File: config.mk
export PLATFORM = sky130hd
export DESIGN_NAME = utf8_stream_decoder
export DESIGN_NICKNAME = d
export VERILOG_FILES = /design/src/hw/rtl/u8sd_pkg.sv /design/src/hw/rtl/u8sd_decode.sv /design/src/hw/rtl/u8sd_queue.sv /design/src/hw/rtl/utf8_stream_decoder.sv
export SDC_FILE = /design/constraint.sdc
export NUM_CORES = 1
export LEC_CHECK = 0
export BUFFER_PORTS_ARGS = -buffer_cell sky130_fd_sc_hd__clkbuf_2
export CORE_ASPECT_RATIO = 1.25
export CORE_UTILIZATION = 52
export CTS_CLUSTER_DIAMETER = 80
export DETAILED_ROUTE_END_ITERATION = 12
export HOLD_SLACK_MARGIN = 0.12
export PLACE_DENSITY = 0.7
export SYNTH_ARGS = -nofsm -noshare
export SYNTH_HDL_FRONTEND = slang
export SYNTH_SLANG_ARGS = --single-unit
File: constraint.sdc
create_clock -name clk_i -period 10.7 [get_ports clk_i]
set_clock_uncertainty 0.05 [all_clocks]
set_input_delay 0.535 -clock clk_i [delete_from_list [all_inputs] [get_ports clk_i]]
set_output_delay 0.535 -clock clk_i [all_outputs]
set_load 0.05 [all_outputs]
File: src/hw/rtl/u8sd_pkg.sv
// Shared types, constants and lead-byte decoding for the UTF-8 stream decoder.
`timescale 1ns / 1ps

package u8sd_pkg;

  // Byte patterns used by the decoder.
  localparam logic [7:0] ContMask    = 8'hC0;
  localparam logic [7:0] ContValue   = 8'h80;
  localparam logic [7:0] InvalidMask = 8'hF8;
  localparam logic [7:0] SepByte     = 8'hFF;
  localparam logic [7:0] SkipMax     = 8'hFF;

  // Decoder state codes; the fourth code acts as idle.
  typedef enum logic [1:0] {
    MODE_IDLE    = 2'd0,
    MODE_COLLECT = 2'd1,
    MODE_SKIP    = 2'd2
  } mode_e;

  // Kind of one result.
  typedef enum logic [1:0] {
    KIND_VALID     = 2'd0,
    KIND_ERROR     = 2'd1,
    KIND_SEPARATOR = 2'd2
  } kind_e;

  // One result item.
  typedef struct packed {
    logic [20:0] char_code;
    kind_e       kind;
    logic [7:0]  len;
    logic        last;
  } result_t;

  // Up to two results made by one byte, in output order.
  typedef struct packed {
    logic    first_vld;
    result_t first;
    logic    second_vld;
    result_t second;
  } push_t;

  // Outcome of decoding a byte as a lead byte from idle.
  typedef struct packed {
    logic        res_vld;
    result_t     res;
    mode_e       mode;
    logic [2:0]  exp_len;
    logic [2:0]  held;
    logic [20:0] partial;
    logic [7:0]  skip;
  } lead_t;

  function automatic logic is_cont(input logic [7:0] b);
    return (b & ContMask) == ContValue;
  endfunction

  // Decode one byte as the start of a new character.
  function automatic lead_t take_lead(input logic [7:0] b, input logic eob);
    lead_t l;
    l = '0;
    l.mode = MODE_IDLE;
    if (!b[7]) begin
      l.res_vld = 1'b1;
      l.res.char_code = {13'd0, b};
      l.res.kind = KIND_VALID;
      l.res.len = 8'd1;
    end else if ((b & InvalidMask) == InvalidMask) begin
      l.res_vld = 1'b1;
      l.res.kind = (b == SepByte) ? KIND_SEPARATOR : KIND_ERROR;
      l.res.len = 8'd1;
    end else if (eob) begin
      l.res_vld = 1'b1;
      l.res.kind = KIND_ERROR;
      l.res.len = 8'd1;
    end else if (is_cont(b)) begin
      l.mode = MODE_SKIP;
      l.skip = 8'd1;
    end else begin
      l.mode = MODE_COLLECT;
      l.held = 3'd1;
      if (!b[5]) begin
        l.exp_len = 3'd2;
        l.partial = {16'd0, b[4:0]};
      end else if (!b[4]) begin
        l.exp_len = 3'd3;
        l.partial = {17'd0, b[3:0]};
      end else begin
        l.exp_len = 3'd4;
        l.partial = {18'd0, b[2:0]};
      end
    end
    return l;
  endfunction

endpackage

File: src/hw/rtl/u8sd_decode.sv
// Per-byte decode logic and sequence state registers.
`timescale 1ns / 1ps

module u8sd_decode import u8sd_pkg::*; (
  input  logic       clk_i,
  input  logic       rst_ni,
  input  logic       accept_i,
  input  logic [7:0] data_byte_i,
  input  logic       end_of_buffer_i,
  output push_t      push_o
);

  mode_e       mode_q, mode_d;
  logic [2:0]  exp_q, exp_d;
  logic [2:0]  held_q, held_d;
  logic [20:0] partial_q, partial_d;
  logic [7:0]  skip_q, skip_d;

  lead_t       lead;
  logic [2:0]  held_inc;
  logic [7:0]  skip_inc;
  logic [20:0] partial_shift;
  push_t       push;

  // Next state and the results caused by the current byte.
  always_comb begin
    lead          = take_lead(data_byte_i, end_of_buffer_i);
    held_inc      = held_q + 3'd1;
    skip_inc      = (skip_q == SkipMax) ? skip_q : skip_q + 8'd1;
    partial_shift = {partial_q[14:0], data_byte_i[5:0]};
    mode_d        = mode_q;
    exp_d         = exp_q;
    held_d        = held_q;
    partial_d     = partial_q;
    skip_d        = skip_q;
    push          = '0;

    case (mode_q)
      MODE_COLLECT: begin
        if (is_cont(data_byte_i)) begin
          if (held_inc >= exp_q) begin
            push.second_vld = 1'b1;
            push.second.char_code = partial_shift;
            push.second.kind = KIND_VALID;
            push.second.len = {5'd0, held_inc};
            mode_d = MODE_IDLE;
          end else if (end_of_buffer_i) begin
            push.second_vld = 1'b1;
            push.second.kind = KIND_ERROR;
            push.second.len = {5'd0, held_inc};
            mode_d = MODE_IDLE;
          end else begin
            partial_d = partial_shift;
            held_d = held_inc;
          end
        end else begin
          // Broken sequence: report the prefix, then restart on this byte.
          push.first_vld = 1'b1;
          push.first.kind = KIND_ERROR;
          push.first.len = {5'd0, held_q};
          push.second_vld = lead.res_vld;
          push.second = lead.res;
          mode_d = lead.mode;
          exp_d = lead.exp_len;
          held_d = lead.held;
          partial_d = lead.partial;
          skip_d = lead.skip;
        end
      end
      MODE_SKIP: begin
        if (is_cont(data_byte_i)) begin
          skip_d = skip_inc;
          if (end_of_buffer_i) begin
            push.second_vld = 1'b1;
            push.second.kind = KIND_ERROR;
            push.second.len = skip_inc;
            mode_d = MODE_IDLE;
          end
        end else begin
          // End of a stray run: report it, then restart on this byte.
          push.first_vld = 1'b1;
          push.first.kind = KIND_ERROR;
          push.first.len = skip_q;
          push.second_vld = lead.res_vld;
          push.second = lead.res;
          mode_d = lead.mode;
          exp_d = lead.exp_len;
          held_d = lead.held;
          partial_d = lead.partial;
          skip_d = lead.skip;
        end
      end
      default: begin
        push.second_vld = lead.res_vld;
        push.second = lead.res;
        mode_d = lead.mode;
        exp_d = lead.exp_len;
        held_d = lead.held;
        partial_d = lead.partial;
        skip_d = lead.skip;
      end
    endcase

    // Mark the final result of this byte.
    push.second.last = push.second_vld;
    push.first.last  = push.first_vld && !push.second_vld;

    push_o = push;
    push_o.first_vld  = push.first_vld && accept_i;
    push_o.second_vld = push.second_vld && accept_i;
  end

  // Sequence state, updated on each accepted byte.
  always_ff @(posedge clk_i or negedge rst_ni) begin
    if (!rst_ni) begin
      mode_q    <= MODE_IDLE;
      exp_q     <= 3'd0;
      held_q    <= 3'd0;
      partial_q <= 21'd0;
      skip_q    <= 8'd0;
    end else if (accept_i) begin
      mode_q    <= mode_d;
      exp_q     <= exp_d;
      held_q    <= held_d;
      partial_q <= partial_d;
      skip_q    <= skip_d;
    end
  end

endmodule

File: src/hw/rtl/u8sd_queue.sv
// Four-entry result queue that takes up to two results per cycle.
`timescale 1ns / 1ps

module u8sd_queue import u8sd_pkg::*; (
  input  logic    clk_i,
  input  logic    rst_ni,
  input  push_t   push_i,
  input  logic    pop_i,
  output logic    room_o,
  output logic    valid_o,
  output result_t head_o
);

  localparam int unsigned Depth = 4;
  localparam int unsigned PtrW  = $clog2(Depth);

  result_t           mem_q [Depth];
  logic [PtrW-1:0]   wr_ptr_q, wr_ptr_d, rd_ptr_q, rd_ptr_d;
  logic [PtrW:0]     count_q, count_d;
  logic [PtrW-1:0]   second_ptr;
  logic [1:0]        n_push;
  logic              do_pop;

  // Pointer and occupancy bookkeeping.
  always_comb begin
    n_push     = {1'b0, push_i.first_vld} + {1'b0, push_i.second_vld};
    do_pop     = pop_i && (count_q != '0);
    second_ptr = wr_ptr_q + {{(PtrW-1){1'b0}}, push_i.first_vld};
    wr_ptr_d   = wr_ptr_q + PtrW'(n_push);
    rd_ptr_d   = rd_ptr_q + {{(PtrW-1){1'b0}}, do_pop};
    count_d    = count_q + (PtrW+1)'(n_push) - {{PtrW{1'b0}}, do_pop};
  end

  // Room for two results means any byte can be taken.
  assign room_o  = count_q <= (PtrW+1)'(Depth - 2);
  assign valid_o = count_q != '0;
  assign head_o  = mem_q[rd_ptr_q];

  always_ff @(posedge clk_i or negedge rst_ni) begin
    if (!rst_ni) begin
      wr_ptr_q <= '0;
      rd_ptr_q <= '0;
      count_q  <= '0;
    end else begin
      wr_ptr_q <= wr_ptr_d;
      rd_ptr_q <= rd_ptr_d;
      count_q  <= count_d;
    end
  end

  // Result storage, packed in arrival order.
  always_ff @(posedge clk_i) begin
    if (push_i.first_vld) begin
      mem_q[wr_ptr_q] <= push_i.first;
    end
    if (push_i.second_vld) begin
      mem_q[second_ptr] <= push_i.second;
    end
  end

endmodule

File: src/hw/rtl/utf8_stream_decoder.sv
// Top level of the UTF-8 stream decoder.
`timescale 1ns / 1ps
//
// Channel  Direction  Handshake                 Payload
// input    in         in_valid_i / in_stall_o   data_byte_i, end_of_buffer_i
// output   out        out_valid_o / out_stall_i char_code_o, result_kind_o,
//                                               consumed_length_o, last_of_run_o
//
// One byte is taken per cycle while in_stall_o is low; its results enter a four-entry
// queue at the same edge. The first result can leave in the next cycle. A byte that
// ends a broken sequence can give two results, so the sustained rate is one byte per
// cycle while the sink takes one result per cycle, and the queue absorbs the extra
// result. in_stall_o rises when fewer than two queue entries are free. Reset clears
// the decoder to idle and empties the queue.

module utf8_stream_decoder import u8sd_pkg::*; (
  input  logic        clk_i,
  input  logic        rst_ni,
  input  logic        in_valid_i,
  output logic        in_stall_o,
  input  logic [7:0]  data_byte_i,
  input  logic        end_of_buffer_i,
  output logic        out_valid_o,
  input  logic        out_stall_i,
  output logic [20:0] char_code_o,
  output logic [1:0]  result_kind_o,
  output logic [7:0]  consumed_length_o,
  output logic        last_of_run_o
);

  logic    room;
  logic    accept;
  push_t   push;
  result_t head;

  // A request is accepted when the queue has room for two results.
  assign in_stall_o = !room;
  assign accept     = in_valid_i && room;

  u8sd_decode u_decode (
    .clk_i           (clk_i),
    .rst_ni          (rst_ni),
    .accept_i        (accept),
    .data_byte_i     (data_byte_i),
    .end_of_buffer_i (end_of_buffer_i),
    .push_o          (push)
  );

  u8sd_queue u_queue (
    .clk_i   (clk_i),
    .rst_ni  (rst_ni),
    .push_i  (push),
    .pop_i   (!out_stall_i),
    .room_o  (room),
    .valid_o (out_valid_o),
    .head_o  (head)
  );

  assign char_code_o       = head.char_code;
  assign result_kind_o     = head.kind;
  assign consumed_length_o = head.len;
  assign last_of_run_o     = head.last;

endmodule

# Word-level counts from Yosys, hierarchy flattened
# Memory sizes are Yosys's and may differ from the RTL's.
# Index checks and enable logic that the tools add are counted.
# Widths: inputs -> output; s select.
op_classes:
  n_addsub: 8
  n_lt_le_gt_ge: 2
  eq_ne: 11
  muxes: 58
  reduce_logical: 13
ops:
  columns: ["op", "n"]
  rows:
  - ["$mux 37", 3]
  - ["$pmux 33 s2", 1]
  - ["$mux 21", 3]
  - ["$mux 15", 4]
  - ["$mux 9", 5]
  - ["$mux 10", 4]
  - ["$mux 32", 1]
  - ["$pmux 15 s2", 1]
  - ["$mux 27", 1]
  - ["$mux 3", 8]
  - ["$mux 8", 3]
  - ["$pmux 10 s2", 1]
  - ["$eq 8x8->1 const B", 2]
  - ["$pmux 8 s2", 1]
  - ["$mux 1", 12]
  - ["$mux 2", 6]
  - ["$add 8x1->8 const B", 1]
  - ["$mux 7", 1]
  - ["$ne 2x2->1 const B", 3]
  - ["$ne 3x3->1 const B", 2]
  - ["$pmux 3 s2", 1]
  - ["$eq 5x5->1 const B", 1]
  - ["$logic_and 1x1->1", 5]
  - ["$add 2x1->2", 2]
  - ["16 further kinds", 20]
totals:
  register_bits: 38
  ramBits: 128
  output_inout_bits: 34
  n_memories: 1
memory_table:
  columns: ["memory", "words", "width", "rd", "rd_ports_with_merged_regs", "wr", "line", "text"]
  rows:
  - ["u_queue.mem_q", 4, 32, 1, 0, 2, "u8sd_queue.sv:17", "result_t mem_q [Depth];"]

# Depth between registers and ports, before layout
# Gate-level depths: netlist of the first run.
depth:
  ltp_word: 10
  ltp_mapped: 15
  ltp_nobuf: 14

# Modules after synthesis
# From an unflattened synthesis of the first run, not the netlist that was laid out.
unflattened:
  hier_cells: 653
  hier_area_um2: 9190.1
modules_own_cells:
  columns: ["mod", "instances", "cells_each", "area_per_inst_um2", "seq_area_each_um2"]
  rows:
  - ["u8sd_queue", 1, 351, 6668.9, 4018.9]
  - ["u8sd_decode", 1, 299, 2507.4, 775.7]
  - ["utf8_stream_decoder", 1, 3, 13.8, 0.0]

# Least setup slack after synthesis of the first run
# OpenSTA, ideal clock, no wires.
synth_path:
  kind: "flip-flop to flip-flop"
  startpoint: "register u_decode.mode_q[0]"
  endpoint: "memory u_queue.mem_q[0][0] (netlist bit), enable pin"
  setup_time_ns: 0.470
  arrival_ns: 3.826
  required_ns: 10.180
  setup_slack_ns: 6.354
  path_stages_with_launch: 8
  path_buffers: 2
  synth_period_minus_slack_ns: 4.346
  path_cell_list: "dfrtp_1 -> inv_1 -> ha_1 -> buf_2 -> buf_1 -> nor2_1 -> nand2_1 -> o31ai_1"
synth_rtl:
  columns: ["item", "line", "text"]
  rows:
  - ["start: declaration", "u8sd_decode.sv:13", "mode_e mode_q, mode_d;"]
  - ["start signal: assignment", "u8sd_decode.sv:122", "mode_q <= mode_d;"]
  - ["end: declaration", "u8sd_queue.sv:17", null]

==> summary.txt, run 1 <==
status - finished clean
area delta synth->final - 11.5%
CP max stage delay - 0.96 ns
DRT iter0 DRCs - 396
root buf cell - clkbuf_16
Critical Path RT - 10.65 ns
yosys warns - 0
type of origin of the critical path - flip-flop
Vias - 5,298
I/O pin count - 47
die area - 16,100 sq um
number of antenna violations at the first check in global routing - 0
commonest non-fill, non-tap cells in the layout - 128 x edfxtp_1, 105 x nor2_1, 91 x nand2_1, 46 x clkbuf_2, 37 x dfrtp_1
GRT Util Overall - 22.8%
Slew HR - 21.5%
min cycle time layout - 4.37 ns
placed insts - 870
die width - 114 um
peak supply drop - 0.143 mV
Slew @ Worst Pin - 1.17 ns
IO buf count - 46
area fraction of the dominant cell type after synthesis - 47.3%
H-tree depth - 4
Synth async-reset ratio - 22.9%
GP Congestion - 0.865
syn avg cell area - 12.6 sq um
most frequently used flop master after synthesis - edfxtp_1
critical path endpoint category - flip-flop
CP top delay family - compound AO/OA/AOI/OAI gates
mean number of vias per cell - 5.87
Reg-to-Reg End - u_queue.mem_q[2][9]
final hold vios - 0
HP Start - data_byte_i[1]
worst reg2reg path depth - 10
Arr. time, crit path - 4.31 ns
cts repair resizes - 0
endpoints failing setup - 0
origin of the worst setup path - u_decode.mode_q[0]
vias in the first global route - 5,363
Buf/Inv on CP - 2
TritonCTS buffer count - 17
initial core utilization - 53.7%
crit-path max FO - 33
first-pass detailed-route iteration total - 5
final HPWL from detailed placement - 11,700 um
worst path cell trace - inv_1, ha_1, nor2_1, nand2_1, inv_1, ha_1, xnor2_1, nor3_1, a31oi_4, o21ai_4
clock-pin slew on the worst setup and hold paths - 0.06 ns
Bufs on Longest Clock Path - 2
sequential share of the synthesized area - 59.0%
Worst path slowest cell - a31oi_4
unrepaired setup endpoints after global routing - no
worst setup path class - flip-flop to flip-flop
register bit count reported by yosys - 166
commonest non-fill, non-tap cell in the layout - edfxtp_1
Post-CTS Setup Inserts - 0
layout cells sized above 1 - 18.3%
area of the multi-input gates - 3110 sq um
setup_tns - 0 ns
total gr overflow - 0
overall routed net length - 17,100 um
wire per inst - 19.0 um
clk_lat worst skew - 0.42 ns
Peak Freq - 0.229 GHz
drt drc - 0
number of synthesized flops with an enable pin - 128
ant diodes - 0
Max Cap Viol - 0
crit path to - u_queue.mem_q[2][9]
power density over cell area - 281 nW/um^2
Unique masters post-synth - 62
largest net degree at the start of global routing - 39
post-synth top area cell - edfxtp_1
reg2reg start - u_decode.mode_q[0]
Rows - 50
design area - 9070 sq um
fin nets - 710
area occupied by registers - 4800 sq um
post-synthesis net count - 675
Routed Antenna Nets - 0
Slew Viols, Final - 0
post-synthesis cell count - 647
Syn Std Cell Area - 8130 sq um
instance count on the critical path - 10
CTS Sinks - 166
CTS tree - built
Chip Height - 142 um
min-delay worst type - input port to flip-flop
# fillers - 1,249
core area - 15,100 sq um
first-pass GRT wire length - 27,400 um
Finished Layout Cells - 903
leakage - 3.42 nW
Final period util - 40.8%
Worst R2R Setup Slack - 6.33 ns
dominant cells by area after synthesis - edfxtp_1 47%, dfrtp_1 12%, mux4_2 8.9%, nor2_1 4.8%, mux2i_1 4.4%
DP Area - 8510 sq um
-- power breakdown --
group / internal, mW / switching, mW / leakage, nW
Combinational: 0.319 / 0.750 / 1.49
Sequential: 0.846 / 0.0628 / 1.67
Clock: 0.341 / 0.228 / 0.263
Total: 1.51 / 1.04 / 3.42
-- worst min-delay path, delay by kind of cell --
family	cells	cell delay, ns
buffers and inverters	1	0.13
AOI/OAI and AO/OA	1	0.06
and+or+nand+nor	1	0.07
-- stage by stage --
step                hold slack [ns]  total power [mW]  setup slack [ns]  utilization, %
floorplan                     0.189              1.76              6.35               -
global placement              0.416              1.97              6.55            56.2
detailed placement            0.423              2.00              6.37            56.2
CTS                           0.361              2.57              6.33            59.9
global route                  0.376              2.67              6.03            59.9
finish                        0.382              2.55              6.33            59.9
-- layout make-up --
| type | instances | area share (%) |
|---|---|---|
| Sequential cell | 166 | 52.9 |
| Multi-Input combinational cell | 427 | 34.3 |
| Clock buffer | 22 | 4.90 |
| Timing Repair Buffer | 54 | 3.23 |
| Tap cell | 208 | 2.87 |
| Clock inverter | 10 | 1.16 |
| Inverter | 16 | 0.662 |
-- layer usage --
layer / global-route usage (%) / part of all wire, % / vias up
met5: 0 / 0 / -
met3: 4.14 / 5.1 / 30
met2: 40.4 / 52 / 192
met4: 9.71 / 2.0 / 0
li1: - / - / 2445
met1: 27.4 / 41 / 2631
-- synth_stat cells (3+ instances only) --
cell type and instances:
buf_6 6, nand2_1 91, ha_1 14, nor2_1 105, and3_1 4, a31oi_1 3, inv_1 16, o21ai_0 32
nor3_1 5, a22o_1 5, mux2i_1 36, xnor2_1 4, clkbuf_1 14, nand3_1 9, mux4_2 32, xor2_1 6
dfrtp_1 38, a21oi_1 13, buf_2 14, nand4_1 6, a21o_1 4, edfxtp_1 128, nand2b_1 3, o31ai_1 4
nor2b_1 3, o211ai_1 3, buf_4 3
-- worst min-delay path by stage --
stage          slack, ns  cells past startpoint                      to
6_report            0.38                      3   u_decode.partial_q[1]
5_1_grt             0.38                      3   u_decode.partial_q[1]
4_1_cts             0.36                      3   u_decode.partial_q[1]
3_5_place_dp        0.42                      2  u_decode.partial_q[14]
3_3_place_gp        0.42                      2       u_decode.exp_q[2]
2_1_floorplan       0.19                      0       u_decode.exp_q[0]
-- registers in the layout, summed over array words and instances, names as in the netlist --
signal / flops
u_queue.count_q: 3
u_decode.held_q: 3
u_queue.rd_ptr_q: 2
u_decode.skip_q: 8
u_decode.mode_q: 2
u_decode.partial_q: 15
u_queue.wr_ptr_q: 2
u_queue.mem_q: 128
u_decode.exp_q: 3
-- repair_timing --
action / 4_1_cts / 5_1_grt
endpoints found under the setup margin: 0 / 0
endpoints found under the hold margin: 14 / 0
hold buffers: 1 / 0
-- logic make-up after synthesis --
family | after synthesis | synth area share, %
fa+ha+maj | 15 | 2.40
mux | 70 | 13.6
xor+xnor | 10 | 1.08
flops | 166 | 59.0
buf+inv | 54 | 3.40
simple gates | 243 | 12.8
compound gates | 89 | 7.82
(Power assumes the default switching activity.)
==> run 2, diff against run 1 <==
--- a/config.mk
+++ b/config.mk
@@ -5,13 +5,14 @@
 export SDC_FILE = /design/constraint.sdc
 export NUM_CORES = 1
 export LEC_CHECK = 0
+export ABC_AREA = 1
 export BUFFER_PORTS_ARGS = -buffer_cell sky130_fd_sc_hd__clkbuf_2
 export CORE_ASPECT_RATIO = 1.25
 export CORE_UTILIZATION = 52
 export CTS_CLUSTER_DIAMETER = 80
 export DETAILED_ROUTE_END_ITERATION = 12
 export HOLD_SLACK_MARGIN = 0.12
-export PLACE_DENSITY = 0.7
+export PLACE_DENSITY = 0.72
 export SYNTH_ARGS = -nofsm -noshare
 export SYNTH_HDL_FRONTEND = slang
 export SYNTH_SLANG_ARGS = --single-unit
==> constraint.sdc (replaced) <==
create_clock -name clk_i -period 3.9 [get_ports clk_i]
set_clock_uncertainty 0.05 [all_clocks]
set_input_delay 0.195 -clock clk_i [delete_from_list [all_inputs] [get_ports clk_i]]
set_output_delay 0.195 -clock clk_i [all_outputs]
set_load 0.05 [all_outputs]
==> summary.txt, run 2 <==
status - finished clean (unchanged)
Arr. time, crit path - 3.43 ns (was 4.31 ns)
syn avg cell area - 9.29 sq um (was 12.6 sq um)
area delta synth->final - 12.9% (was 11.5%)
top flop regs - u_queue.mem_q (128), u_decode.partial_q (15), u_decode.skip_q (8) (unchanged)
layout cells sized above 1 - 13.1% (was 18.3%)
post-layout util - 60.0% (was 59.9%)
post-synthesis cell count - 887 (was 647)
Post-CTS Setup Inserts - 0 (unchanged)
worst reg2reg path depth - 14 (was 10)
number of antenna violations at the first check in global routing - 0 (unchanged)
I/O pin count - 47 (unchanged)
final hold vios - 0 (unchanged)
worst setup path class - flip-flop to flip-flop (unchanged)
worst path cell trace - inv_1, ha_1, nor2_1, inv_1, nor2_1, ha_1, or2_2, nand2_1, inv_1, nor2_1, nand3_2, buf_4, nand2_1, o21ai_0 (was inv_1, ha_1, nor2_1, nand2_1, inv_1, ha_1, xnor2_1, nor3_1, a31oi_4, o21ai_4)
Peak Freq - 0.303 GHz (was 0.229 GHz)
design area - 9300 sq um (was 9070 sq um)
fin nets - 961 (was 710)
power density over cell area - 808 nW/um^2 (was 281 nW/um^2)
peak supply drop - 0.522 mV (was 0.143 mV)
overall routed net length - 19,900 um (was 17,100 um)
area occupied by registers - 4800 sq um (unchanged)
DP Area - 8670 sq um (was 8510 sq um)
Vias - 6,426 (was 5,298)
endpoints failing setup - 0 (unchanged)
Bufs on Longest Clock Path - 2 (unchanged)
first-pass detailed-route iteration total - 5 (unchanged)
Largest register FFs - 128 (unchanged)
die area - 16,400 sq um (was 16,100 sq um)
min cycle time layout - 3.30 ns (was 4.37 ns)
Worst R2R Setup Slack - 0.60 ns (was 6.33 ns)
Place WS - 0.600 ns (was 6.37 ns)
Synth async-reset ratio - 22.9% (unchanged)
die width - 115 um (was 114 um)
initial core utilization - 53.1% (was 53.7%)
Slew HR - 22.1% (was 21.5%)
vias in the first global route - 6,196 (was 5,363)
# fillers - 1,313 (was 1,249)
met3 routed WL - 1060 um (was 876 um)
root buf cell - clkbuf_16 (unchanged)
highest metal used - met4 (unchanged)
origin of the worst setup path - u_decode.mode_q[0] (unchanged)
Unique masters post-synth - 41 (was 62)
mean number of vias per cell - 5.55 (was 5.87)
drt drc - 0 (unchanged)
routed length on met2 - 10,300 um (was 8920 um)
Finished Layout Cells - 1,158 (was 903)
Chip Height - 143 um (was 142 um)
sequential share of the synthesized area - 58.2% (was 59.0%)
CTS Sinks - 166 (unchanged)
wire per inst - 17.2 um (was 19.0 um)
core area - 15,500 sq um (was 15,100 sq um)
Routed Antenna Nets - 0 (unchanged)
setup_tns - 0 ns (unchanged)
Final period util - 84.7% (was 40.8%)
Slew @ Worst Pin - 1.16 ns (was 1.17 ns)
TritonCTS buffer count - 17 (unchanged)
Critical Path RT - 4.03 ns (was 10.65 ns)
largest net degree at the start of global routing - 66 (was 39)
reg2reg start - u_decode.mode_q[0] (unchanged)
Commonest cells post-synth - 185 x nor2_1, 182 x nand2_1, 128 x edfxtp_1 (was 128 x edfxtp_1, 105 x nor2_1, 91 x nand2_1)
total gr overflow - 0 (unchanged)
register bit count reported by yosys - 166 (unchanged)
commonest non-fill, non-tap cells in the layout - 185 x nor2_1, 182 x nand2_1, 128 x edfxtp_1, 107 x o21ai_0, 57 x inv_1 (was 128 x edfxtp_1, 105 x nor2_1, 91 x nand2_1, 46 x clkbuf_2, 37 x dfrtp_1)
Rows - 51 (was 50)
clock-pin slew on the worst setup and hold paths - 0.07 ns (was 0.06 ns)
CP max stage delay - 0.51 ns (was 0.96 ns)
crit-path max FO - 24 (was 33)
unrepaired setup endpoints after global routing - no (unchanged)
first-pass GRT wire length - 31,300 um (was 27,400 um)
GP Congestion - 0.975 (was 0.865)
critical path endpoint category - flip-flop (unchanged)
post-synthesis net count - 915 (was 675)
clk_lat worst skew - 0.44 ns (was 0.42 ns)
placed insts - 1,118 (was 870)
Biggest register - u_queue.mem_q (unchanged)
Slew Viols, Final - 0 (unchanged)
GRT Util Overall - 25.8% (was 22.8%)
CTS tree - built (unchanged)
final HPWL from detailed placement - 12,400 um (was 11,700 um)
H-tree depth - 4 (unchanged)
Worst path slowest cell - ha_1 (was a31oi_4)
Max Cap Viol - 0 (unchanged)
final worst slack - 0.598 ns (was 6.33 ns)
commonest non-fill, non-tap cell in the layout - nor2_1 (was edfxtp_1)
ant diodes - 0 (unchanged)
Reg-to-Reg End - u_queue.mem_q[0][7] (was u_queue.mem_q[2][9])
number of synthesized flops with an enable pin - 128 (unchanged)
type of origin of the critical path - flip-flop (unchanged)
DRT iter0 DRCs - 480 (was 396)
leakage - 3.62 nW (was 3.42 nW)
post-synth top area cell - edfxtp_1 (unchanged)
dominant cells by area after synthesis - edfxtp_1 47%, dfrtp_1 12%, nor2_1 8.4%, nand2_1 8.3%, o21ai_0 6.6% (was edfxtp_1 47%, dfrtp_1 12%, mux4_2 8.9%, nor2_1 4.8%, mux2i_1 4.4%)
Syn Std Cell Area - 8240 sq um (was 8130 sq um)
Post-Route M1 WL - 8010 um (was 6990 um)
crit path to - u_queue.mem_q[0][7] (was u_queue.mem_q[2][9])
yosys warns - 0 (unchanged)
IO buf count - 46 (unchanged)
min-delay worst type - input port to flip-flop (unchanged)
area of the multi-input gates - 2970 sq um (was 3110 sq um)
cts repair resizes - 0 (unchanged)
count leader, synth - nor2_1 (was edfxtp_1)
most frequently used flop master after synthesis - edfxtp_1 (unchanged)
# hold bufs at CTS - 8 (was 1)
area fraction of the dominant cell type after synthesis - 46.7% (was 47.3%)
## run 2: final cells by class
type / instances / area share, %
well taps: 212 / 2.85
inverters: 67 / 2.73
repair buffers: 69 / 4.95
multi-input cells: 612 / 32.0
clock buffers: 17 / 4.57
flip-flops and latches: 166 / 51.6
clock inverters: 15 / 1.37
## run 2: report_power, final
group | internal, mW | switching (mW) | leakage [nW] | total (mW)
sequential | 2.30 | 0.132 | 1.68 | 2.43
clock | 0.879 | 0.714 | 0.274 | 1.59
combinational | 0.831 | 2.66 | 1.66 | 3.50
total | 4.01 | 3.51 | 3.62 | 7.52
## run 2: cells by family (layout without fill, tap and decap cells)
group                    count (synthesis)  in the layout  synth area share [%]
XOR/XNOR                                 7              7                 0.744
buffers and inverters                  109            168                  6.29
adder cells (fa/ha/maj)                 15             15                  2.37
AO/OA/AOI/OAI                          167            167                  11.0
flip-flops                             166            166                  58.2
AND/OR/NAND/NOR                        423            423                  21.4
## run 2: critical path, delay by kind of cell, from the launching register on
| family | cells | cell delay (ns) |
|---|---|---|
| AOI/OAI and AO/OA | 1 | 0.08 |
| DFF | 1 | 0.36 |
| buffers and inverters | 4 | 0.59 |
| and+or+nand+nor | 7 | 1.22 |
| adders and majority gates | 2 | 0.74 |
## run 2: per-layer routing
layer	vias to the layer above	track usage [%]
met3	48	5.14
met5	-	0
met2	201	44.8
met4	0	12.0
li1	3081	-
met1	3096	30.9
## run 2: worst min path at each step
stage | to | cells after the start | slack [ns] | from
floorplan | u_decode.exp_q[0] | 0 | -0.15 | rst_ni
global placement | u_decode.exp_q[2] | 1 | 0.36 | rst_ni
detailed placement | u_decode.exp_q[2] | 1 | 0.35 | rst_ni
CTS | u_queue.rd_ptr_q[0] | 3 | 0.15 | out_stall_i
global route | u_queue.rd_ptr_q[0] | 3 | 0.17 | out_stall_i
finish | u_queue.rd_ptr_q[0] | 3 | 0.15 | out_stall_i
## run 2: per-stage QoR
step                      power, mW  hold slack, ns
final                          7.52           0.147
after global routing           7.90           0.173
after CTS                      7.53           0.147
after detailed placement       5.94           0.352
after global placement         5.89           0.357
after floorplan                5.04          -0.151
==> run 3, diff against run 2 <==
--- a/config.mk
+++ b/config.mk
@@ -12,7 +12,7 @@
 export CTS_CLUSTER_DIAMETER = 80
 export DETAILED_ROUTE_END_ITERATION = 12
 export HOLD_SLACK_MARGIN = 0.12
-export PLACE_DENSITY = 0.72
+export PLACE_DENSITY = 0.7
 export SYNTH_ARGS = -nofsm -noshare
 export SYNTH_HDL_FRONTEND = slang
 export SYNTH_SLANG_ARGS = --single-unit
==> constraint.sdc (replaced) <==
create_clock -name clk_i -period 3.25 [get_ports clk_i]
set_clock_uncertainty 0.05 [all_clocks]
set_input_delay 0.1625 -clock clk_i [delete_from_list [all_inputs] [get_ports clk_i]]
set_output_delay 0.1625 -clock clk_i [all_outputs]
set_load 0.05 [all_outputs]
==> summary.txt, run 3 (synthesized netlist as in run 2, its figures left out) <==
Largest register FFs - 128 (unchanged)
fin nets - 971 (was 961)
Critical Path RT - 3.51 ns (was 4.03 ns)
setup_tns - 0 ns (unchanged)
drt drc - 0 (unchanged)
total gr overflow - 0 (unchanged)
DRT iter0 DRCs - 579 (was 480)
worst setup path class - flip-flop to flip-flop (unchanged)
root buf cell - clkbuf_16 (unchanged)
Chip Height - 143 um (unchanged)
Routed Antenna Nets - 0 (unchanged)
Biggest register - u_queue.mem_q (unchanged)
Slew @ Worst Pin - 1.04 ns (was 1.16 ns)
Vias - 6,391 (was 6,426)
die width - 115 um (unchanged)
Max Cap Viol - 0 (unchanged)
I/O pin count - 47 (unchanged)
wire per inst - 17.0 um (was 17.2 um)
Final period util - 96.1% (was 84.7%)
largest net degree at the start of global routing - 39 (was 66)
commonest non-fill, non-tap cells in the layout - 185 x nor2_1, 180 x nand2_1, 128 x edfxtp_1, 107 x o21ai_0, 56 x inv_1 (was 185 x nor2_1, 182 x nand2_1, 128 x edfxtp_1, 107 x o21ai_0, 57 x inv_1)
gr busiest metal - met2 (unchanged)
mean number of vias per cell - 5.47 (was 5.55)
crit-path max FO - 5 (was 24)
Peak Freq - 0.320 GHz (was 0.303 GHz)
CP top delay family - adder cells (was simple AND/OR/NAND/NOR gates)
met1 usage - 30.4% (was 30.9%)
GRT Util Overall - 25.7% (was 25.8%)
DP Area - 8730 sq um (was 8670 sq um)
worst hold margin - 0.158 ns (was 0.147 ns)
Slew HR - 31.0% (was 22.1%)
Bufs on Longest Clock Path - 2 (unchanged)
commonest non-fill, non-tap cell in the layout - nor2_1 (unchanged)
clock-pin slew on the worst setup and hold paths - 0.06 ns (was 0.07 ns)
ant diodes - 0 (unchanged)
min cycle time layout - 3.12 ns (was 3.30 ns)
die area - 16,400 sq um (unchanged)
layout cells sized above 1 - 14.1% (was 13.1%)
post-layout util - 61.0% (was 60.0%)
CTS Sinks - 166 (unchanged)
vias in the first global route - 6,117 (was 6,196)
Slew Viols, Final - 0 (unchanged)
# fillers - 1,315 (was 1,313)
final HPWL from detailed placement - 12,800 um (was 12,400 um)
area delta synth->final - 14.8% (was 12.9%)
power density over cell area - 975 nW/um^2 (was 808 nW/um^2)
Buf/Inv on CP - 2 (was 4)
TritonCTS buffer count - 17 (unchanged)
endpoints failing setup - 0 (unchanged)
first-pass detailed-route iteration total - 5 (unchanged)
core area - 15,500 sq um (unchanged)
critical path endpoint category - flip-flop (unchanged)
leakage - 3.68 nW (was 3.62 nW)
Place WS - 0.000788 ns (was 0.600 ns)
worst path cell trace - ha_1, xor2_1, ha_1, a21oi_2, nand3_1, nand2_1, nand2_2, nand2_2, nand2_4, nand2_2, inv_2, ha_4, ha_1, inv_1, fa_2, xnor2_2, xor2_1 (was inv_1, ha_1, nor2_1, inv_1, nor2_1, ha_1, or2_2, nand2_1, inv_1, nor2_1, nand3_2, buf_4, nand2_1, o21ai_0)
met2 Track Usage GR - 45.3% (was 44.8%)
Rows - 51 (unchanged)
final hold vios - 0 (unchanged)
CTS tree - built (unchanged)
Pwr Total - 9.22 mW (was 7.52 mW)
top flop regs - u_queue.mem_q (128), u_decode.partial_q (15), u_decode.skip_q (8) (unchanged)
Finished Layout Cells - 1,168 (was 1,158)
M3 GR Usage - 4.80% (was 5.14%)
overall routed net length - 19,900 um (about the same)
first-pass GRT wire length - 31,200 um (was 31,300 um)
final worst slack - 0.126 ns (was 0.598 ns)
GP Congestion - 0.956 (was 0.975)
design area - 9460 sq um (was 9300 sq um)
Arr. time, crit path - 3.38 ns (was 3.43 ns)
min-delay worst type - input port to flip-flop (unchanged)
IO buf count - 46 (unchanged)
Worst path slowest cell - dfrtp_1 (was ha_1)
number of antenna violations at the first check in global routing - 0 (unchanged)
initial core utilization - 53.1% (unchanged)
clk_lat worst skew - 0.43 ns (was 0.44 ns)
CP max stage delay - 0.40 ns (was 0.51 ns)
peak supply drop - 0.688 mV (was 0.522 mV)
H-tree depth - 4 (unchanged)
status - finished clean (unchanged)
type of origin of the critical path - flip-flop (unchanged)
placed insts - 1,125 (was 1,118)
run 3: changes by cell type in the layout (fill, tap and decap cells not counted), sizes merged:
cell / previous run / this run
clkinv: 11 / 7
bufinv: 1 / 2
clkbuf: 63 / 70
dlygate4sd3: 8 / 9
buf: 15 / 24
inv: 68 / 64
run 3: final cells by class:
type / count / area (sq um) / area share (%)
Clock inverter: 8 / 96.3 / 1.02
Multi-Input combinational cell: 612 / 3010 / 31.8
Timing Repair Buffer: 79 / 551 / 5.82
Sequential cell: 166 / 4800 / 50.7
Inverter: 67 / 254 / 2.69
Tap cell: 212 / 265 / 2.80
Clock buffer: 24 / 492 / 5.20
run 3: timing repair:
| action | in CTS | in global routing |
|---|---|---|
| setup buffers | 1 | 1 |
| endpoints found under the setup margin | 1 | 1 |
| pin swaps | 2 | 5 |
| hold endpoints to repair | 47 | 0 |
| hold buffers | 9 | 0 |
| resized for setup | 0 | 8 |
run 3: where the power goes:
| part | leakage (nW) | internal, mW | total, mW | switching [mW] |
|---|---|---|---|---|
| combinational | 1.71 | 1.08 | 4.28 | 3.20 |
| clock | 0.282 | 1.21 | 1.98 | 0.775 |
| sequential | 1.68 | 2.76 | 2.96 | 0.205 |
run 3: worst reg2reg max path: stages, from the launching register on:
cell     delay [ns]
dfrtp_1        0.40
ha_1           0.22
xor2_1         0.16
ha_1           0.34
a21oi_2        0.15
nand3_1        0.10
nand2_1        0.09
nand2_2        0.06
nand2_2        0.09
nand2_4        0.08
nand2_2        0.10
inv_2          0.06
ha_4           0.26
ha_1           0.13
inv_1          0.05
fa_2           0.40
xnor2_2        0.14
xor2_1         0.14
run 3: worst paths after layout:
check	start	endpoint	slack [ns]	cells after the start
setup / recovery	u_decode.held_q[0]	u_queue.count_q[2]	0.13	17
hold / removal	data_byte_i[6]	u_decode.mode_q[1]	0.16	4
setup reg to reg	u_decode.held_q[0]	u_queue.count_q[2]	0.13	17
hold reg to reg	u_decode.partial_q[14]	u_decode.partial_q[14]	0.44	2
max in group asynchronous	rst_ni	u_queue.rd_ptr_q[0]	2.03	2
min in group asynchronous	rst_ni	u_decode.exp_q[1]	0.41	2
run 3: per-layer routing:
| metal | share of wire [%] | up-vias |
|---|---|---|
| met2 | 51 | 207 |
| met3 | 5.5 | 41 |
| met1 | 40 | 3041 |
| met5 | 0 | - |
| met4 | 2.7 | 0 |
| li1 | - | 3102 |
